--- src/sv/vpaa_pkg.sv ---
package vpaa_pkg;

   localparam int DIM         = 3;
   localparam int COORD_W     = 32;
   localparam int PROD_W      = 2 * COORD_W;
   localparam int WIDE_W      = 4 * COORD_W;
   localparam int OUT_W       = 32;
   localparam int Q_W         = 31;
   localparam int QUO_W       = 2 * (Q_W - 1) + 1;
   localparam int DIV_STEPS   = QUO_W;
   localparam int SQRT_STEPS  = Q_W;
   localparam int RATIO_LAT   = DIV_STEPS + SQRT_STEPS;
   localparam int NLANE       = 2 + DIM;
   localparam int THR_W       = 16;
   localparam int QUEUE_DEPTH = 4;

   localparam logic [THR_W-1:0] THR_RESET = 16'd1;

   typedef enum logic [1:0] {
      STAT_OK       = 2'd0,
      STAT_ZERO     = 2'd1,
      STAT_PARALLEL = 2'd2
   } status_type;

   typedef struct packed {
      logic [DIM-1:0][COORD_W-1:0] a;
      logic [DIM-1:0][COORD_W-1:0] b;
      logic                        zero_len;
   } item_type;

   typedef struct packed {
      logic           zero_len;
      logic           dot_neg;
      logic [DIM-1:0] cr_neg;
      logic           c2_zero;
   } side_type;

endpackage

--- src/sv/vpaa_front.sv ---
module vpaa_front (
   input  logic                         req_valid,
   output logic                         req_stall,
   input  logic [vpaa_pkg::COORD_W-1:0] req_a_x,
   input  logic [vpaa_pkg::COORD_W-1:0] req_a_y,
   input  logic [vpaa_pkg::COORD_W-1:0] req_a_z,
   input  logic [vpaa_pkg::COORD_W-1:0] req_b_x,
   input  logic [vpaa_pkg::COORD_W-1:0] req_b_y,
   input  logic [vpaa_pkg::COORD_W-1:0] req_b_z,
   input  logic                         full,
   output logic                         push_valid,
   output vpaa_pkg::item_type           push_data
);
   import vpaa_pkg::*;

   logic a_zero;
   logic b_zero;

   // a zero vector leaves a zero length; the back end masks the quotients
   assign a_zero = (req_a_x == '0) && (req_a_y == '0) && (req_a_z == '0);
   assign b_zero = (req_b_x == '0) && (req_b_y == '0) && (req_b_z == '0);

   always_comb begin
      push_data.a[0]    = req_a_x;
      push_data.a[1]    = req_a_y;
      push_data.a[2]    = req_a_z;
      push_data.b[0]    = req_b_x;
      push_data.b[1]    = req_b_y;
      push_data.b[2]    = req_b_z;
      push_data.zero_len = a_zero || b_zero;
   end

   assign req_stall  = full;
   assign push_valid = req_valid && !full;

endmodule

--- config.mk ---
export PLATFORM = sky130hd
export DESIGN_NAME = vpaa_front
export DESIGN_NICKNAME = d
export VERILOG_FILES = /design/src/sv/vpaa_pkg.sv /design/src/sv/vpaa_front.sv
export SDC_FILE = /design/constraint.sdc
export NUM_CORES = 1
export LEC_CHECK = 0
export BUFFER_PORTS_ARGS = -buffer_cell sky130_fd_sc_hd__buf_2
export CAP_MARGIN = 10
export CORE_AREA = 2 2 152 154
export DETAILED_ROUTE_END_ITERATION = 8
export DIE_AREA = 0 0 154 156
export MAX_ROUTING_LAYER = met4
export PLACE_DENSITY = 0.43
export SLEW_MARGIN = 15
export SYNTH_ARGS = -nofsm -noshare
export SYNTH_HDL_FRONTEND = slang
export SYNTH_SLANG_ARGS = --single-unit
--- constraint.sdc ---
create_clock -name vclk -period 1.5
set_input_delay 0.225 -clock vclk [all_inputs]
set_output_delay 0.225 -clock vclk [all_outputs]
set_load 0.005 [all_outputs]
### Word-level counts from Yosys, hierarchy flattened

Cells that the tools add are included.

| cells by class | value |
|---|---|
| shift operators | 0 |
| div/mod/pow operators | 0 |
| bitwise operators | 0 |
| add/subtract/negate cells | 0 |
| equality and inequality tests | 0 |
| multiplexer cells | 0 |
| multiply operators | 0 |
| $lt $le $gt $ge | 0 |
| reduce and logical (&&, ||, !) cells | 13 |

Operators with widths:

| cell | number |
|---|---|
| 32-bit zero test | 6 |
| 1-bit logical AND | 5 |
| 1-bit zero test | 1 |
| 1-bit logical OR | 1 |

| storage, ports and cells | value |
|---|---|
| ROM bits | 0 |
| memories | 0 |
| bits of input ports | 194 |
| register bits | 0 |
| bits in writable memories | 0 |
| bits in latches | 0 |

### Depth between registers and ports, before layout

Gate-level depths: netlist of run 1.

| logic depth | value |
|---|---|
| depth after elaboration | 4 |
| mapped depth | 4 |

### Worst setup path before layout of run 1

OpenSTA, ideal clock, no wires.

| timing | value |
|---|---|
| path type | input port to output port |
| start point | input req_b_y[30] in the netlist's numbering |
| end point | output push_data[0] in the netlist's numbering |
| stages on the path | 4 |
| data required time | 1275 ps |
| arrival time | 1024 ps |
| setup slack | 251 ps |
| path buffers | 0 |
| cells stage by stage | nor4_1 nand4_1 nor4_1 a22o_1 |

RTL lines:

| what | RTL line | text |
|---|---|---|
| from (decl) | vpaa_front.sv:8 | `input logic [vpaa_pkg::COORD_W-1:0] req_b_y,` |
| to (decl) | vpaa_front.sv:12 | `output vpaa_pkg::item_type push_data` |

==> results of run 1 <==
## worst max-delay path: cells and delay by family
kind | cells | cell delay [ns]
buf+inv | 4 | 0.51
compound gates | 1 | 0.14
simple gates | 3 | 0.67
## path summary, 6_finish.rpt
kind                   startpoint             to  slack [ns]  cells after the start
worst max-delay path  req_b_z[24]   push_data[0]       -0.27                      8
worst min-delay path  req_b_z[24]  push_data[89]        0.63                      2
## layout make-up
class / instances / area share (%)
antenna: 2 / 0.1502
multi-input combinational: 66 / 18.36
timing repair buffer: 436 / 70.78
tap: 285 / 10.70
## what timing repair did
item / 4_1_cts / 5_1_grt
endpoints found under the setup margin: 1 / 1
resized for setup: 35 / 5
pin swaps: 12 / 0
hold buffers: 0 / 0
## per-layer routing
metal  share of wire (%)  up-vias
met5                   0        -
met1                  36     1133
met3                 7.5        6
li1                    -     1220
met2                  55      218
met4                 1.3        0
## synthesized netlist by cell type
| cell type | n | share of area (%) |
|---|---|---|
| a22o_1 | 1 | 0.47 |
| buf_4 | 193 | 78 |
| nand4_1 | 12 | 4.0 |
| nor2_1 | 2 | 0.40 |
| nor2b_1 | 1 | 0.34 |
| nor4_1 | 49 | 16 |
| nor4_2 | 1 | 0.67 |
## metrics by stage
stage / power (mW) / hold slack (ns) / setup slack, ns
after floorplan: 0.4421 / 0.4802 / 0.2512
after global placement: 0.7692 / 0.6301 / -0.6735
after detailed placement: 0.7642 / 0.6321 / -0.7256
after CTS: 0.8144 / 0.6262 / -0.3503
after global routing: 0.8797 / 0.6338 / -0.4171
final: 0.8133 / 0.6265 / -0.2703
## power by group through the flow
stage	Combinational, mW	Clock (mW)	Sequential, mW
after CTS	0.814	0	0
after detailed placement	0.764	0	0
after floorplan	0.442	0	0
after global routing	0.880	0.000000178	0
after global placement	0.769	0	0
final	0.813	0.000000178	0
## cells by family (layout without fill, tap and decap cells)
logic type	Yosys count	count (layout)	synth area share [%]
simple gates	65	65	21.86
other cells	0	2	0
buf+inv	193	436	77.67
compound gates	1	1	0.4696
==> out/metrics.csv, run 1 <==
metric;value;unit
outcome;finished, violations left;
failing checks;negative setup slack;
area grow syn2layout;78.61;%
die height;156;um
placed insts;793;
FMAX;564.9;MHz
CP max stage cell;nor4_2;
clock share of power;0;%
Top Ports;389;
internal cell power;0.4586;mW
final net count;698;
post-DP HPWL;9178;um
Filler cells;2612;
drt first pass iters;4;
row cnt;55;
Avg Inst Size Synth;7.203;um2
Mapped Area;1866;um2
# DRC;0;
met2 usage;14.76;%
sequential power share;0;%
commonest non-fill, non-tap cell in the layout;buf_2;
Worst setup SP type;input pin;
critical path class;in -> out;
Initial Utilization;8.341;%
Tot GR Track Use;7.063;%
Slew HR;75.68;%
fraction of layout cells with a size suffix above 1;91.04;%
Seq Cell Count;0;
Lkg Pwr;1.836;nW
min cycle time layout;1.770;ns
PwrDens;244.1;nW/um2
Avg WL per Cell;12.40;um
DIE AREA;24020;um2
vias per cell;3.266;
Buffers on Ports;389;
via total after detailed routing;2577;
total setup buffers inserted after CTS;0;
Syn Inst Count;259;
width of the die;154;um
initial antenna violation count;2;
Arrival @ worst endpoint;1.55;ns
Max FO, Critical Path;2;
measured slew at the worst slew-check pin;0.3615;ns
cells along the critical path;buf_6, nor4_4, buf_4, nand4_1, nor4_2, buf_4, a22o_1, buf_6;
Final period util;118.0;%
Placer Congestion;0.7890;
GRT overflow;0;
Setup-failing EPs final;1;
clkbuf count;0;
final wirelength;9786;um
Crit path required time;1.27;ns
dpl cell area;3118;um2
number of global-route vias before repair;2309;
yosys warns;0;
gr busiest metal;met2;
register area share after synthesis;0;%
crit-path max cell delay;0.31;ns
FF/Latch Area;0;um2
setup slack after layout;-0.2703;ns
Core Region;22370;um2
Switching Fraction;43.62;%
first-pass GRT wire length;12660;um
Peak VDD IR;0.00005870;V
post-synthesis cell type count;7;
drt first-iter violations;41;
Gate power share;100.0;%
area of the multi-input gates;611.8;um2
TNS Setup;-0.2703;ns
syn_nets;453;
Psw;0.3548;mW
Min-Delay Path Class;in -> out;
Final Hold Fails;0;
max-slew violation count;0;
Worst Setup End Kind;primary output;
Design Area, Final;3332;um2
maximum number of pins on one net before global-route repair;3;
Core Util, Final;14.90;%
final non-filler cell total;789;
GR Util met1;7.326;%
most frequent cells in the layout;379 x buf_2, 48 x buf_4, 29 x nor4_1, 13 x nor4_2, 12 x nand4_1;
post-route ant nets;0;
Max Cap Violations;0;
met3 Use GR;0.3889;%
RSZ-0062 raised after global routing;true;
(Power assumes the default switching activity.)
==> run 2: changes to the inputs <==
CAP_MARGIN = 40   (was 10)
CORE_AREA = 4 4 150 152   (was 2 2 152 154)
PLACE_DENSITY = 0.45   (was 0.43)
==> out/metrics.csv, run 2 (synthesized netlist as in run 1, its figures left out) <==
metric;value;unit;change
Tot GR Track Use;7.688;%;was 7.063%
FF/Latch Area;0;um2;unchanged
row cnt;53;;was 55
met3 Use GR;0.5270;%;was 0.3889%
TNS Setup;-0.3354;ns;was -0.2703 ns
setup slack after layout;-0.3354;ns;was -0.2703 ns
width of the die;154;um;unchanged
clock share of power;0;%;about the same
Final Power;0.8015;mW;was 0.8133 mW
internal cell power;0.4644;mW;was 0.4586 mW
failing checks;negative setup slack;;unchanged
area grow syn2layout;77.67;%;was 78.61%
FMAX;544.9;MHz;was 564.9 MHz
Avg WL per Cell;13.44;um;was 12.40 um
drt first-iter violations;41;;unchanged
cells along the critical path;buf_2, nor4_1, nand4_1, nor4_4, buf_4, a22o_4, buf_6;;was buf_6, nor4_4, buf_4, nand4_1, nor4_2, buf_4, a22o_1, buf_6
WHS;0.6284;ns;was 0.6265 ns
maximum number of pins on one net before global-route repair;3;;unchanged
Min-Delay Path Class;in -> out;;unchanged
Final period util;122.4;%;was 118.0%
hold_buf cts;0;;unchanged
max-slew violation count;0;;unchanged
crit-path max cell delay;0.39;ns;was 0.31 ns
post-route ant nets;0;;unchanged
fraction of layout cells with a size suffix above 1;89.56;%;was 91.04%
initial antenna violation count;1;;was 2
GR Util met1;9.391;%;was 7.326%
Arrival @ worst endpoint;1.61;ns;was 1.55 ns
Crit path required time;1.27;ns;about the same
commonest non-fill, non-tap cell in the layout;buf_2;;unchanged
measured slew at the worst slew-check pin;0.3832;ns;was 0.3615 ns
die height;156;um;unchanged
Final Hold Fails;0;;unchanged
outcome;finished, violations left;;unchanged
Buffers on Ports;389;;unchanged
GRT overflow;0;;unchanged
final wirelength;10640;um;was 9786 um
Placer Congestion;0.8387;;was 0.7890
first-pass GRT wire length;14320;um;was 12,660 um
number of global-route vias before repair;2575;;was 2,309
Buf/Inv on CP;3;;was 4
total setup buffers inserted after CTS;0;;unchanged
Worst Setup End Kind;primary output;;unchanged
Seq Cell Count;0;;unchanged
post-DP HPWL;10220;um;was 9178 um
PwrDens;241.8;nW/um2;was 244.1 nW/um2
Psw;0.3371;mW;was 0.3548 mW
DIE AREA;24020;um2;unchanged
Post-Place Worst Slack;-0.9715;ns;was -0.7256 ns
Core Region;21020;um2;was 22,370 um2
Max FO, Critical Path;2;;unchanged
Core Util, Final;15.77;%;was 14.90%
Gate power share;100.0;%;about the same
via total after detailed routing;2621;;was 2,577
CP top delay family;simple AND/OR/NAND/NOR gates;;unchanged
CP max stage cell;nor4_1;;was nor4_2
drt first pass iters;4;;unchanged
Worst setup SP type;input pin;;unchanged
# DRC;0;;unchanged
vias per cell;3.309;;was 3.266
met2 usage;14.54;%;was 14.76%
Max Cap Violations;0;;unchanged
min cycle time layout;1.835;ns;was 1.770 ns
most frequent cells in the layout;384 x buf_2, 62 x buf_4, 39 x nor4_1, 12 x nand4_1, 7 x nor4_2;;was 379 x buf_2, 48 x buf_4, 29 x nor4_1, 13 x nor4_2, 12 x nand4_1
RSZ-0062 raised after global routing;true;;unchanged
Top Ports;389;;unchanged
Switching Fraction;42.06;%;was 43.62%
antenna cells;0;;was 2
Initial Utilization;8.874;%;was 8.341%
sequential power share;0;%;about the same
final net count;713;;was 698
critical path class;in -> out;;unchanged
Slew HR;74.22;%;was 75.68%
Setup-failing EPs final;1;;unchanged
clkbuf count;0;;unchanged
Peak VDD IR;0.00008557;V;was 0.00005870 V
Lkg Pwr;1.914;nW;was 1.836 nW
gr busiest metal;met2;;unchanged
run 2: changes by cell type in the layout (fill, tap and decap cells not counted):
| cell | before | now |
|---|---|---|
| buf_4 | 48 | 62 |
| nor4_1 | 29 | 39 |
| nor4_2 | 13 | 7 |
| buf_2 | 379 | 384 |
| buf_6 | 9 | 4 |
| nor4_4 | 8 | 4 |
| diode_2 | 2 | 0 |
| a22o_1 | 1 | 0 |
| a22o_4 | 0 | 1 |
| buf_8 | 0 | 1 |
run 2: final timing paths:
check,slack [ns],from,to,cells past startpoint
setup / recovery,-0.34,req_b_x[12],push_data[0],7
hold / removal,0.63,req_b_x[7],push_data[8],2
run 2: repair_timing:
item / CTS / global route
endpoints found under the hold margin: 0 / 0
resized for setup: 17 / 5
cloned: 0 / 0
setup endpoints to repair: 1 / 1
pin swaps: 7 / 1
run 2: per-stage QoR:
stage | cell area, um2 | instances
2_1_floorplan | 1866 | 259
3_3_place_gp | 3181 | 793
3_5_place_dp | 3181 | 793
4_1_cts | 3286 | 792
5_1_grt | 3314 | 792
6_report | 3314 | 792
run 2: area by class of cell:
cell class	instances	area [um2]
tap	275	344.1
fill	2456	17710
multi-input combinational	66	523.0
timing repair buffer	451	2447
run 2: power by group through the flow:
stage                     clock network, mW  logic [mW]  registers, mW
final                                     0       0.801              0
after global routing                      0       0.879              0
after detailed placement                  0       0.786              0
after floorplan                           0       0.442              0
after CTS                                 0       0.810              0
after global placement                    0       0.791              0
run 2: layer usage:
metal | wire (um) | share of wire (%) | vias up
met5 | 0 | 0 | -
li1 | - | - | 1238
met1 | 4281 | 40 | 1153
met2 | 5457 | 51 | 228
met3 | 843 | 7.9 | 2
met4 | 62 | 0.58 | 0
