==> config.mk <==
export PLATFORM = sky130hd
export DESIGN_NAME = vpaa_queue
export DESIGN_NICKNAME = d
export VERILOG_FILES = /design/src/sv/vpaa_pkg.sv /design/src/sv/vpaa_queue.sv
export SDC_FILE = /design/constraint.sdc
export NUM_CORES = 1
export LEC_CHECK = 0
export BUFFER_PORTS_ARGS = -buffer_cell sky130_fd_sc_hd__buf_2
export CORE_MARGIN = 2
export CORE_UTILIZATION = 40
export CTS_CLUSTER_DIAMETER = 200
export DETAILED_ROUTE_END_ITERATION = 8
export SKIP_CTS_REPAIR_TIMING = 1
export SLEW_MARGIN = 20
export SYNTH_ARGS = -nofsm -noshare
export SYNTH_HDL_FRONTEND = slang
export SYNTH_SLANG_ARGS = --single-unit
==> constraint.sdc <==
create_clock -name clock -period 15.7 [get_ports clock]
set_input_delay 0.785 -clock clock [delete_from_list [all_inputs] [get_ports clock]]
set_output_delay 0.785 -clock clock [all_outputs]
set_load 0.02 [all_outputs]
==> src/sv/vpaa_pkg.sv <==
package vpaa_pkg;

   localparam int DIM         = 3;
   localparam int COORD_W     = 32;
   localparam int PROD_W      = 2 * COORD_W;
   localparam int WIDE_W      = 4 * COORD_W;
   localparam int OUT_W       = 32;
   localparam int Q_W         = 31;
   localparam int QUO_W       = 2 * (Q_W - 1) + 1;
   localparam int DIV_STEPS   = QUO_W;
   localparam int SQRT_STEPS  = Q_W;
   localparam int RATIO_LAT   = DIV_STEPS + SQRT_STEPS;
   localparam int NLANE       = 2 + DIM;
   localparam int THR_W       = 16;
   localparam int QUEUE_DEPTH = 4;

   localparam logic [THR_W-1:0] THR_RESET = 16'd1;

   typedef enum logic [1:0] {
      STAT_OK       = 2'd0,
      STAT_ZERO     = 2'd1,
      STAT_PARALLEL = 2'd2
   } status_type;

   typedef struct packed {
      logic [DIM-1:0][COORD_W-1:0] a;
      logic [DIM-1:0][COORD_W-1:0] b;
      logic                        zero_len;
   } item_type;

   typedef struct packed {
      logic           zero_len;
      logic           dot_neg;
      logic [DIM-1:0] cr_neg;
      logic           c2_zero;
   } side_type;

endpackage

==> src/sv/vpaa_queue.sv <==
module vpaa_queue #(
   parameter int DEPTH = vpaa_pkg::QUEUE_DEPTH
) (
   input  logic               clock,
   input  logic               reset,
   input  logic               push_valid,
   input  vpaa_pkg::item_type push_data,
   output logic               full,
   input  logic               pop,
   output logic               head_valid,
   output vpaa_pkg::item_type head
);
   import vpaa_pkg::*;

   localparam int PTR_W = $clog2(DEPTH);
   localparam int CNT_W = $clog2(DEPTH + 1);

   item_type         mem_ff [DEPTH];
   logic [PTR_W-1:0] wr_ptr_ff, wr_ptr_in;
   logic [PTR_W-1:0] rd_ptr_ff, rd_ptr_in;
   logic [CNT_W-1:0] count_ff, count_in;
   logic             do_push;
   logic             do_pop;

   assign full       = (count_ff == CNT_W'(DEPTH));
   assign head_valid = (count_ff != '0);
   assign head       = mem_ff[rd_ptr_ff];
   assign do_push    = push_valid && !full;
   assign do_pop     = pop && head_valid;

   always_comb begin
      wr_ptr_in = wr_ptr_ff;
      rd_ptr_in = rd_ptr_ff;
      count_in  = count_ff;
      if (do_push) begin
         wr_ptr_in = (wr_ptr_ff == PTR_W'(DEPTH - 1)) ? '0 : wr_ptr_ff + 1'b1;
      end
      if (do_pop) begin
         rd_ptr_in = (rd_ptr_ff == PTR_W'(DEPTH - 1)) ? '0 : rd_ptr_ff + 1'b1;
      end
      if (do_push && !do_pop) begin
         count_in = count_ff + 1'b1;
      end else if (do_pop && !do_push) begin
         count_in = count_ff - 1'b1;
      end
   end

   always_ff @(posedge clock) begin
      if (reset) begin
         wr_ptr_ff <= '0;
         rd_ptr_ff <= '0;
         count_ff  <= '0;
      end else begin
         wr_ptr_ff <= wr_ptr_in;
         rd_ptr_ff <= rd_ptr_in;
         count_ff  <= count_in;
      end
   end

   always_ff @(posedge clock) begin
      if (do_push) begin
         mem_ff[wr_ptr_ff] <= push_data;
      end
   end

endmodule

Word level (Yosys, flattened, before mapping):

Memory sizes are Yosys's and may differ from the RTL's. A register that Yosys moved wholly into a read port is not among the register bits.
Index checks and enable logic that the tools add are counted.

* memories: 1
* output and inout port bits: 195
* register bits after elaboration: 7
* RAM bits: 772

Memories
* mem_ff: depth 4, bits a word 193, read ports 1, clocked after Yosys merged registers in 1, write ports 1, line vpaa_queue.sv:18 `item_type mem_ff [DEPTH];`

* add/sub/neg operators: 4
* muxes and demuxes: 8
* reduce and logical (&&, ||, !) cells: 9
* eq/ne operators: 3

Operators by type and width (number)
* $mux W2: 4
* $mux W3: 2
* $add A2 B1 Y2 const B: 2
* $eq A2 B2 Y1 const B: 2
* $logic_and A1 B1 Y1: 4
* $add A3 B1 Y3 const B: 1
* $eq A3 B3 Y1 const B: 1
* $logic_not A1 Y1: 3
* $reduce_bool A3 Y1: 1
* $sub A3 B1 Y3 const B: 1
* $mux W1: 2
* $reduce_bool A2 Y1: 1

Depth between registers and ports, before layout:

Gate-level depths: netlist of the first run.

* depth in word-level cells: 7
* depth in mapped cells: 10

Worst setup path after synthesis of the first run:

OpenSTA, ideal clock, no wires.

* path kind: in2reg
* start point: in push_valid
* end point: mem mem_ff[3][0] in the netlist's numbering (enable)
* required time: 15122 ps
* arrival: 5246 ps
* cell stages on the path: 1
* slack: 9876 ps
* cell sequence: and3_1

* longest elaborated chain between the ends: 3

Ends and longest elaborated chain
* from (decl): line vpaa_queue.sv:6 `input logic push_valid,`
* $logic_and A1 B1 Y1: line vpaa_queue.sv:28 `assign do_push = push_valid && !full;`
* $mux W1: line vpaa_queue.sv:61 `if (do_push) begin`
* $mux W1 (not written as such): line vpaa_queue.sv:62 `mem_ff[wr_ptr_ff] <= push_data;`
* to (decl): line vpaa_queue.sv:18

No other way between the ends.

==> impl_metrics.tcl, run 1 <==
set metrics [dict create \
    timing.critical_path.mode_cell "buf_4" \
    core-area_sq_um 70100 \
    regToRegEndpoint "mem_ff[1][166]" \
    port_buffers 391 \
    power.density_nw_per_um2 167 \
    mostFrequentLayoutCells "772 x edfxtp_1, 391 x buf_2, 193 x mux4_2" \
    rows 97 \
    io_pins 392 \
    worstSetupPathType "flop to primary output" \
    critPathArrivalTime_ns 3.89 \
    end_kind "primary output" \
    drv_cap 0 \
    leakagePower_nw 11.2 \
    ant_nets 0 \
    pre_cts_slack_ns 11.32 \
    fin_nets 1712 \
    drc 0 \
    drt_iter0_drc 818 \
    crit_buf_inv 4 \
    cts_num_sinks 781 \
    wl_microns 57500 \
    p_total_mw 5.68 \
    reg2reg_from "count_ff[0]" \
    setup-tns-final_ns 0 \
    grt_pass1_vias 13500 \
    viasPerCell 5.05 \
    dieWidth_microns 271 \
    clockBufferDepth 3 \
    dieArea_sq_um 73200 \
    root_buffer "clkbuf_16" \
    setup_violations 0 \
    hpwl_microns 34000 \
    gp_congestion 0.770 \
    ys_seq_elements 781 \
    postSynthCellCount 1058 \
    endpoint "head[114]" \
    start_kind "flop" \
    slew_headroom_pct 28.0 \
    fmax_mhz 214 \
    reg2reg_depth 4 \
    drive_above_1_share_pct 45.7 \
    cts_max_level 3 \
    cts_buffers 82 \
    hold_path_class "input pin to flop" \
    ff2ff_setup_slack_ns 12.18 \
    grt_usage_pct 15.7 \
    critPathTopFamily "buffers and inverters" \
    worstMarginPinSlew_ns 1.08 \
    regArea_sq_um 23400 \
    ys_seq_area_share_pct 82.2 \
    grt_overflow 0 \
    slowest_delay_ns 0.75 \
    finClkSkew_ns 0.0233 \
    cts.clk_slew.worst_paths_ns 0.06 \
    grt_max_degree 70 \
    hold_violations 0 \
    start_util_pct 40.5 \
    final_common_cell "edfxtp_1" \
    crit_cells 5 \
    period_share_pct 29.7 \
    path_cells "buf_4 -> buf_12 -> buf_4 -> mux4_2 -> buf_2" \
    n_fill_cell 5796 \
    maxSlewViolCount 0 \
    synth_warnings 0 \
    first_pass_iters 5 \
    holdWs_ns 0.381 \
    die_h_microns 271 \
    max-vdd-ir-drop_v 0.0000917 \
    outcome "finished, final reports clean" \
    required_ns 14.91 \
    layout_min_cycle_time_ns 4.67 \
    wire_per_inst_microns 22.8 \
    syn_nets 1262 \
    fin_ws_ns 11.03 \
    grt_antenna_before_repair 15 \
    clk_latency_ns 0.61 \
    crit_fanout 46 \
    synth_area_sq_um 28400 \
    grt_pass1_wl_microns 85800 \
    vias 12800 \
    synth.avg_cell_area_sq_um 26.9 \
    cts_tree "yes" \
    syn_to_final_growth_pct 19.4 \
    rsz0062_at_grt "no" \
    multiInputGateArea_sq_um 4630 \
    synthDistinctLibCells 25 \
    critPathSlowestCell "dfxtp_4" \
]
==> through the flow <==
stage,utilization (%),cell area (sq um),cells
final,48.4,34000,2525
after global routing,48.4,33900,2519
after CTS,48.3,33900,2514
after detailed placement,44.6,31300,2363
after global placement,44.6,31300,2363
after floorplan,-,28400,1058
==> worst min-delay path by stage <==
stage,start,end,slack (ns),depth (start not counted)
after floorplan,rd_ptr_ff[0],flop,0.46,2
after global placement,rd_ptr_ff[0],flop,0.47,2
after detailed placement,rd_ptr_ff[0],flop,0.48,2
after CTS,push_data[82],mem_ff[2][82],0.33,1
after global routing,push_data[67],mem_ff[2][67],0.35,1
final,push_data[82],mem_ff[2][82],0.38,1
==> kinds of logic (layout without fill, tap and decap cells) <==
group	Yosys count	after routing	synth area share (%)
AO/OA/AOI/OAI	7	7	0.141
XOR/XNOR	2	2	0.0616
adder cells (fa/ha/maj)	7	7	0.334
buffers and inverters	50	567	1.64
flip-flops	781	781	82.2
multiplexers	195	195	15.4
other	0	10	0
AND/OR/NAND/NOR	16	16	0.304
==> cell type report <==
type	instances	area share (%)
flip-flops and latches	781	68.8
multi-input cells	227	13.6
diodes	10	0.0737
clock inverters	49	1.32
inverters	5	0.0590
clock buffers	102	6.39
well taps	940	3.46
repair buffers	411	6.24
==> state kept, by name (all words and copies together) (netlist names), named ones only <==
name and count:
mem_ff 772, count_ff 3, rd_ptr_ff 2, wr_ptr_ff 2
==> report_power, final <==
| part | internal [mW] | switching, mW | total (mW) | leakage (nW) |
|---|---|---|---|---|
| Sequential | 2.52 | 0.0580 | 2.58 | 7.15 |
| Combinational | 0.492 | 0.745 | 1.24 | 2.81 |
| Clock | 1.09 | 0.774 | 1.86 | 1.26 |
| Total | 4.10 | 1.58 | 5.68 | 11.2 |
==> layer usage <==
layer	up-vias	routed length, microns	global-route usage, %	part of all wire [%]
met5	-	113	0	0.20
met4	18	1140	5.07	2.0
met3	93	4600	5.12	8.0
met2	392	28300	25.4	49
met1	6713	23300	20.2	41
li1	5535	-	-	-
==> Yosys cell counts <==
cell	n	share of area (%)
or3_1	3	0.066
o31ai_1	2	0.053
buf_2	18	0.32
clkinv_2	1	0.018
nor3_1	1	0.018
buf_12	11	0.77
buf_4	2	0.053
nand3_1	2	0.035
a21oi_1	3	0.053
buf_6	9	0.36
o21ai_0	2	0.035
ha_1	6	0.26
or3b_1	1	0.031
inv_1	4	0.053
mux4_2	193	15
and3_1	4	0.088
fa_1	1	0.070
dfxtp_1	9	0.63
nand2_1	1	0.013
buf_1	2	0.026
nor2_1	4	0.053
edfxtp_1	772	82
mux2i_1	2	0.070
xor2_1	2	0.062
clkbuf_1	3	0.040
No activity file was read; power rests on OpenSTA's default activity.
==> run 2, diff against run 1 <==
- ABC_AREA: not set -> 1
- clock period: 15.7 -> 4.75 ns (I/O delays scaled with it)
==> run 2 against run 1 <==
First-iteration DRC count up 70%; power rose to 3.7 times the previous value; routed wire length grew 21%; clock power rose to 3.2 times the previous value; via count is 43% higher; count of clock-buffer cells in the layout rose by 5; cell area up 7.1%; critical path depth stayed put.
==> impl_metrics.tcl, run 2 <==
set metrics [dict create \
    drv_cap 0 \
    ff2ff_setup_slack_ns 2.24 \
    max_flop_register "mem_ff" \
    cts_tree "yes" \
    p_total_mw 20.8 \
    dpl-instance-area_sq_um 31900 \
    start_util_pct 40.6 \
    core-area_sq_um 71700 \
    grt_antenna_before_repair 6 \
    leakagePower_nw 12.7 \
    final_common_cell "edfxtp_1" \
    clockBufferDepth 3 \
    fin_cells 3531 \
    viasPerCell 5.18 \
    hpwl_microns 38900 \
    cts.clk_slew.worst_paths_ns 0.06 \
    required_ns 4.51 \
    synth.top_cells.by_count "772 x edfxtp_1, 401 x nor2_1, 353 x o21ai_0, 193 x o22ai_1, 63 x clkbuf_1" \
    yosysMostFrequentCell "edfxtp_1" \
    maxSlewViolCount 0 \
    dieWidth_microns 274 \
    start_kind "flop" \
    worstMarginPinSlew_ns 1.03 \
    grt_usage_pct 17.8 \
    fin_nets 2718 \
    netlist_top_cells_area "edfxtp_1 80%, o21ai_0 6.1%, nor2_1 5.2%, o22ai_1 4.1%, buf_6 1.1%" \
    top_regs "mem_ff x772, count_ff x3" \
    grt_max_degree 201 \
    cts_max_level 3 \
    synthDistinctLibCells 22 \
    drive_above_1_share_pct 20.9 \
    layout_min_cycle_time_ns 3.09 \
    synth_warnings 0 \
    drc 0 \
    ant_nets 0 \
    hold_path_class "input pin to flop" \
    syn_nets 2140 \
    drt_iter0_drc 1391 \
    slew_headroom_pct 31.5 \
    combPwrFrac_pct 30.2 \
    synth_area_sq_um 29100 \
    outcome "finished, final reports clean" \
    setup_violations 0 \
    cts_buffers 83 \
    rows 98 \
    switching_share_pct 34.9 \
    hold_violations 0 \
    netlist.area_leader.share_pct 79.7 \
    ys_seq_elements 781 \
    mostFrequentLayoutCells "772 x edfxtp_1, 397 x nor2_1, 391 x buf_2" \
    synth.avg_cell_area_sq_um 15.0 \
    place_inst 3184 \
    finClkSkew_ns 0.0172 \
    asyncSetResetFlopFracSynth_pct 0 \
    crit_fanout 127 \
    first_pass_iters 7 \
    port_buffers 391 \
    ys_seq_area_share_pct 80.3 \
    die_h_microns 274 \
    end_kind "primary output" \
    switchingPower_mw 7.24 \
    root_buffer "clkbuf_16" \
    worstSetupPathType "flop to primary output" \
    fin_util_pct 50.7 \
    wl_microns 69600 \
    synthFlopType "edfxtp_1" \
    power.density_nw_per_um2 571 \
    synth_edf_count 772 \
    final_area_sq_um 36400 \
    largest_register_ffs 772 \
    clk_latency_ns 0.61 \
    fmax_mhz 323 \
    postSynthCellCount 1936 \
    yosysTopAreaCell "edfxtp_1" \
    wire_per_inst_microns 19.7 \
    max-vdd-ir-drop_v 0.000797 \
    internal-power_mw 13.5 \
    io_pins 392 \
    vias 18300 \
    grt_pass1_wl_microns 103000 \
    syn_to_final_growth_pct 25.0 \
    gp_congestion 0.785 \
    holdWs_ns 0.000971 \
    cts_num_sinks 781 \
    dieArea_sq_um 74900 \
    rsz0062_at_grt "no" \
    period_share_pct 65.1 \
    grt_overflow 0 \
    clkPwrFrac_pct 28.5 \
    p_seq_share_pct 41.3 \
    critPathArrivalTime_ns 2.86 \
    grt_pass1_vias 17500 \
]
[run 2: changes by cell type after synthesis, moves of 4 or more]
cell	change
nor2_1	+397
o21ai_1	+34
buf_6	+19
o21ai_0	+351
inv_1	+12
and3_1	-4
nand2_1	+13
mux4_2	-193
o22ai_1	+193
clkbuf_1	+60
buf_4	+7
buf_12	-11
[run 2: logic make-up (layout without fill, tap and decap cells)]
| kind of cell | after synthesis | in the layout | share of synthesized area [%] |
|---|---|---|---|
| simple gates | 420 | 420 | 5.46 |
| other cells | 0 | 4 | 0 |
| compound gates | 583 | 583 | 10.9 |
| flops | 781 | 781 | 80.3 |
| xor+xnor | 1 | 1 | 0.0301 |
| buf+inv | 144 | 785 | 3.05 |
| fa+ha+maj | 7 | 7 | 0.327 |
[run 2: critical path: stages (launching register included)]
cell and delay (ns):
dfxtp_4 0.39, buf_12 0.38, buf_4 0.67, o21ai_0 0.26, o22ai_1 0.24, buf_2 0.21
[run 2: path summary, 6_finish.rpt]
path	cells past startpoint	startpoint	end
worst max register to register	5	count_ff[0]	mem_ff[3][145]
worst max-delay path	5	flop	head[68]
worst min register to register	2	wr_ptr_ff[1]	wr_ptr_ff[1]
worst min-delay path	4	pop	flop
[run 2: metrics by stage]
stage / setup slack, ns / setup TNS, ns
finish: 1.66 / 0
global route: 1.44 / 0
CTS: 1.47 / 0
detailed placement: 2.18 / 0
global placement: 2.09 / 0
floorplan: -1.48 / -1144.75
[run 2: power groups by stage]
stage / Clock, mW / Combinational, mW / Sequential [mW]
detailed placement: 0 / 6.18 / 8.71
global placement: 0 / 6.11 / 8.68
CTS: 6.07 / 6.21 / 8.57
finish: 5.92 / 6.26 / 8.56
floorplan: 0 / 4.03 / 8.78
global route: 6.33 / 6.80 / 8.62
[run 2: area by class of cell]
| class | count | area [sq um] |
|---|---|---|
| Multi-Input combinational cell | 1011 | 4880 |
| Inverter | 17 | 83.8 |
| Clock buffer | 107 | 2190 |
| Fill cell | 5950 | 35400 |
| Clock inverter | 41 | 307 |
| Tap cell | 950 | 1190 |
| Timing Repair Buffer | 620 | 4340 |
| Sequential cell | 781 | 23400 |
| Antenna cell | 4 | 10.0 |
[run 2: routing by layer]
layer  routed length (microns)  track usage, %
met1                     28700            22.2
met5                        52               0
met3                      4320            5.04
met4                      1760            7.65
met2                     34800            29.2
==> run 3, diff against run 2 <==
- clock period: 4.75 -> 3.1 ns (I/O delays scaled with it)
==> run 3 against run 2 <==
Non-clock buffer count grew 28; sequential share of layout area shrank 0.67 points; worst hold slack gained 0.25 ns; via count grew 1.0%; critical path depth is the same; combinational power grew 58%; register-to-register slack lost 1.3 ns; routed wire length grew 1.5%; sequential power grew 53%; critical endpoint is now head[94].
==> impl_metrics.tcl, run 3 (synthesized netlist as in run 2, its figures left out) <==
set metrics [dict create \
    outcome "finished, final reports clean" \
    port_buffers 391 \
    rows 98 \
    drv_cap 0 \
    fin_nets 2746 \
    critPathSlowestCell "dfxtp_4" \
    n_fill_cell 5953 \
    pre_cts_slack_ns 0.916 \
    grt_max_degree 156 \
    timing.critical_path.mode_cell "buf_12" \
    grt_usage_pct 18.2 \
    clockBufferDepth 3 \
    grt_antenna_before_repair 0 \
    fmax_mhz 340 \
    place_inst 3211 \
    core-area_sq_um 71700 \
    drt_iter0_drc 1570 \
    io_pins 392 \
    dieWidth_microns 274 \
    start_kind "flop" \
    viasPerCell 5.19 \
    grt_pass1_wl_microns 104000 \
    end_kind "primary output" \
    clk_latency_ns 0.63 \
    slowest_delay_ns 0.40 \
    start_util_pct 40.6 \
    syn_to_final_growth_pct 26.3 \
    internal-power_mw 21.2 \
    hpwl_microns 41000 \
    hold_path_class "input pin to flop" \
    switchingPower_mw 11.2 \
    final_common_cell "edfxtp_1" \
    leakagePower_nw 12.9 \
    grt_use_met2_pct 29.6 \
    period_share_pct 94.7 \
    met3_usage_pct 5.63 \
    root_buffer "clkbuf_16" \
    wire_per_inst_microns 19.9 \
    layout_min_cycle_time_ns 2.94 \
    wl_microns 70700 \
    grt_pass1_vias 17600 \
    ant_nets 0 \
    regArea_sq_um 23400 \
    slew_headroom_pct 34.3 \
    cts_num_sinks 781 \
    dieArea_sq_um 74900 \
    worstMarginPinSlew_ns 0.985 \
    max_flop_register "mem_ff" \
    maxSlewViolCount 0 \
    crit_fanout 155 \
    clkPwrFrac_pct 29.0 \
    gp_congestion 0.784 \
    cts_tree "yes" \
    met1_usage_pct 22.5 \
    grt_overflow 0 \
    power.density_nw_per_um2 882 \
    cts_max_level 3 \
    worstSetupPathType "flop to primary output" \
    hold_violations 0 \
    die_h_microns 274 \
    cts_buffers 83 \
    setup_violations 0 \
    rsz0062_at_grt "no" \
    switching_share_pct 34.7 \
    largest_register_ffs 772 \
    finClkSkew_ns 0.0168 \
    path_cells "buf_12 -> buf_12 -> o21ai_0 -> o22ai_1 -> buf_2" \
    fin_util_pct 51.2 \
    multiInputGateArea_sq_um 4890 \
    fin_cells 3558 \
    combPwrFrac_pct 30.5 \
    required_ns 2.94 \
    top_regs "mem_ff x772, count_ff x3" \
    critPathArrivalTime_ns 2.78 \
    first_pass_iters 5 \
    vias 18500 \
    mostFrequentLayoutCells "772 x edfxtp_1, 396 x nor2_1, 391 x buf_2" \
    final_area_sq_um 36800 \
    fin_ws_ns 0.163 \
    cts.clk_slew.worst_paths_ns 0.05 \
    drc 0 \
    max-vdd-ir-drop_v 0.000721 \
    drive_above_1_share_pct 22.3 \
    dpl-instance-area_sq_um 32200 \
    p_seq_share_pct 40.5 \
    top_usage_layer "met2" \
]
run 3: critical path, delay by kind of cell, from the launching register on:
family | cells | cell delay (ns)
buffers and inverters | 3 | 0.94
AOI/OAI and AO/OA | 2 | 0.43
DFF | 1 | 0.40
run 3: path summary, 6_finish.rpt:
kind,endpoint,slack [ns],startpoint,depth (start not counted)
setup / recovery,head[94],0.16,flop,5
hold / removal,count_ff[0],0.25,reset,3
setup reg to reg,mem_ff[3][182],0.99,count_ff[0],5
hold reg to reg,count_ff[1],0.53,count_ff[1],2
run 3: final cells by class:
type / instances / area share (%)
clock inverters: 46 / 1.22
clock buffers: 104 / 5.87
well taps: 950 / 3.23
diodes: 1 / 0.00681
repair buffers: 648 / 12.6
inverters: 17 / 0.221
multi-input cells: 1011 / 13.3
flip-flops and latches: 781 / 63.6
run 3: layer usage:
layer | routed length [microns] | vias to the layer above
met5 | 0 | -
met4 | 2070 | 0
met3 | 4810 | 125
met2 | 35000 | 598
met1 | 28800 | 9192
li1 | - | 8555
run 3: metrics by stage:
stage	total power [mW]	TNS, ns	hold WS, ns
final	32.4	0	0.248
after global placement	22.9	0	0.325
after floorplan	19.5	-625.23	0.220
after global routing	33.9	0	0.240
after detailed placement	23.1	0	0.330
after CTS	32.5	0	-0.346
run 3: power groups by stage:
stage          Sequential (mW)  Combinational (mW)  Clock (mW)
6_report                  13.1                9.90        9.40
5_1_grt                   13.2                10.7        10.0
4_1_cts                   13.1                9.81        9.61
3_5_place_dp              13.3                9.78           0
3_3_place_gp              13.3                9.63           0
2_1_floorplan             13.4                6.19           0
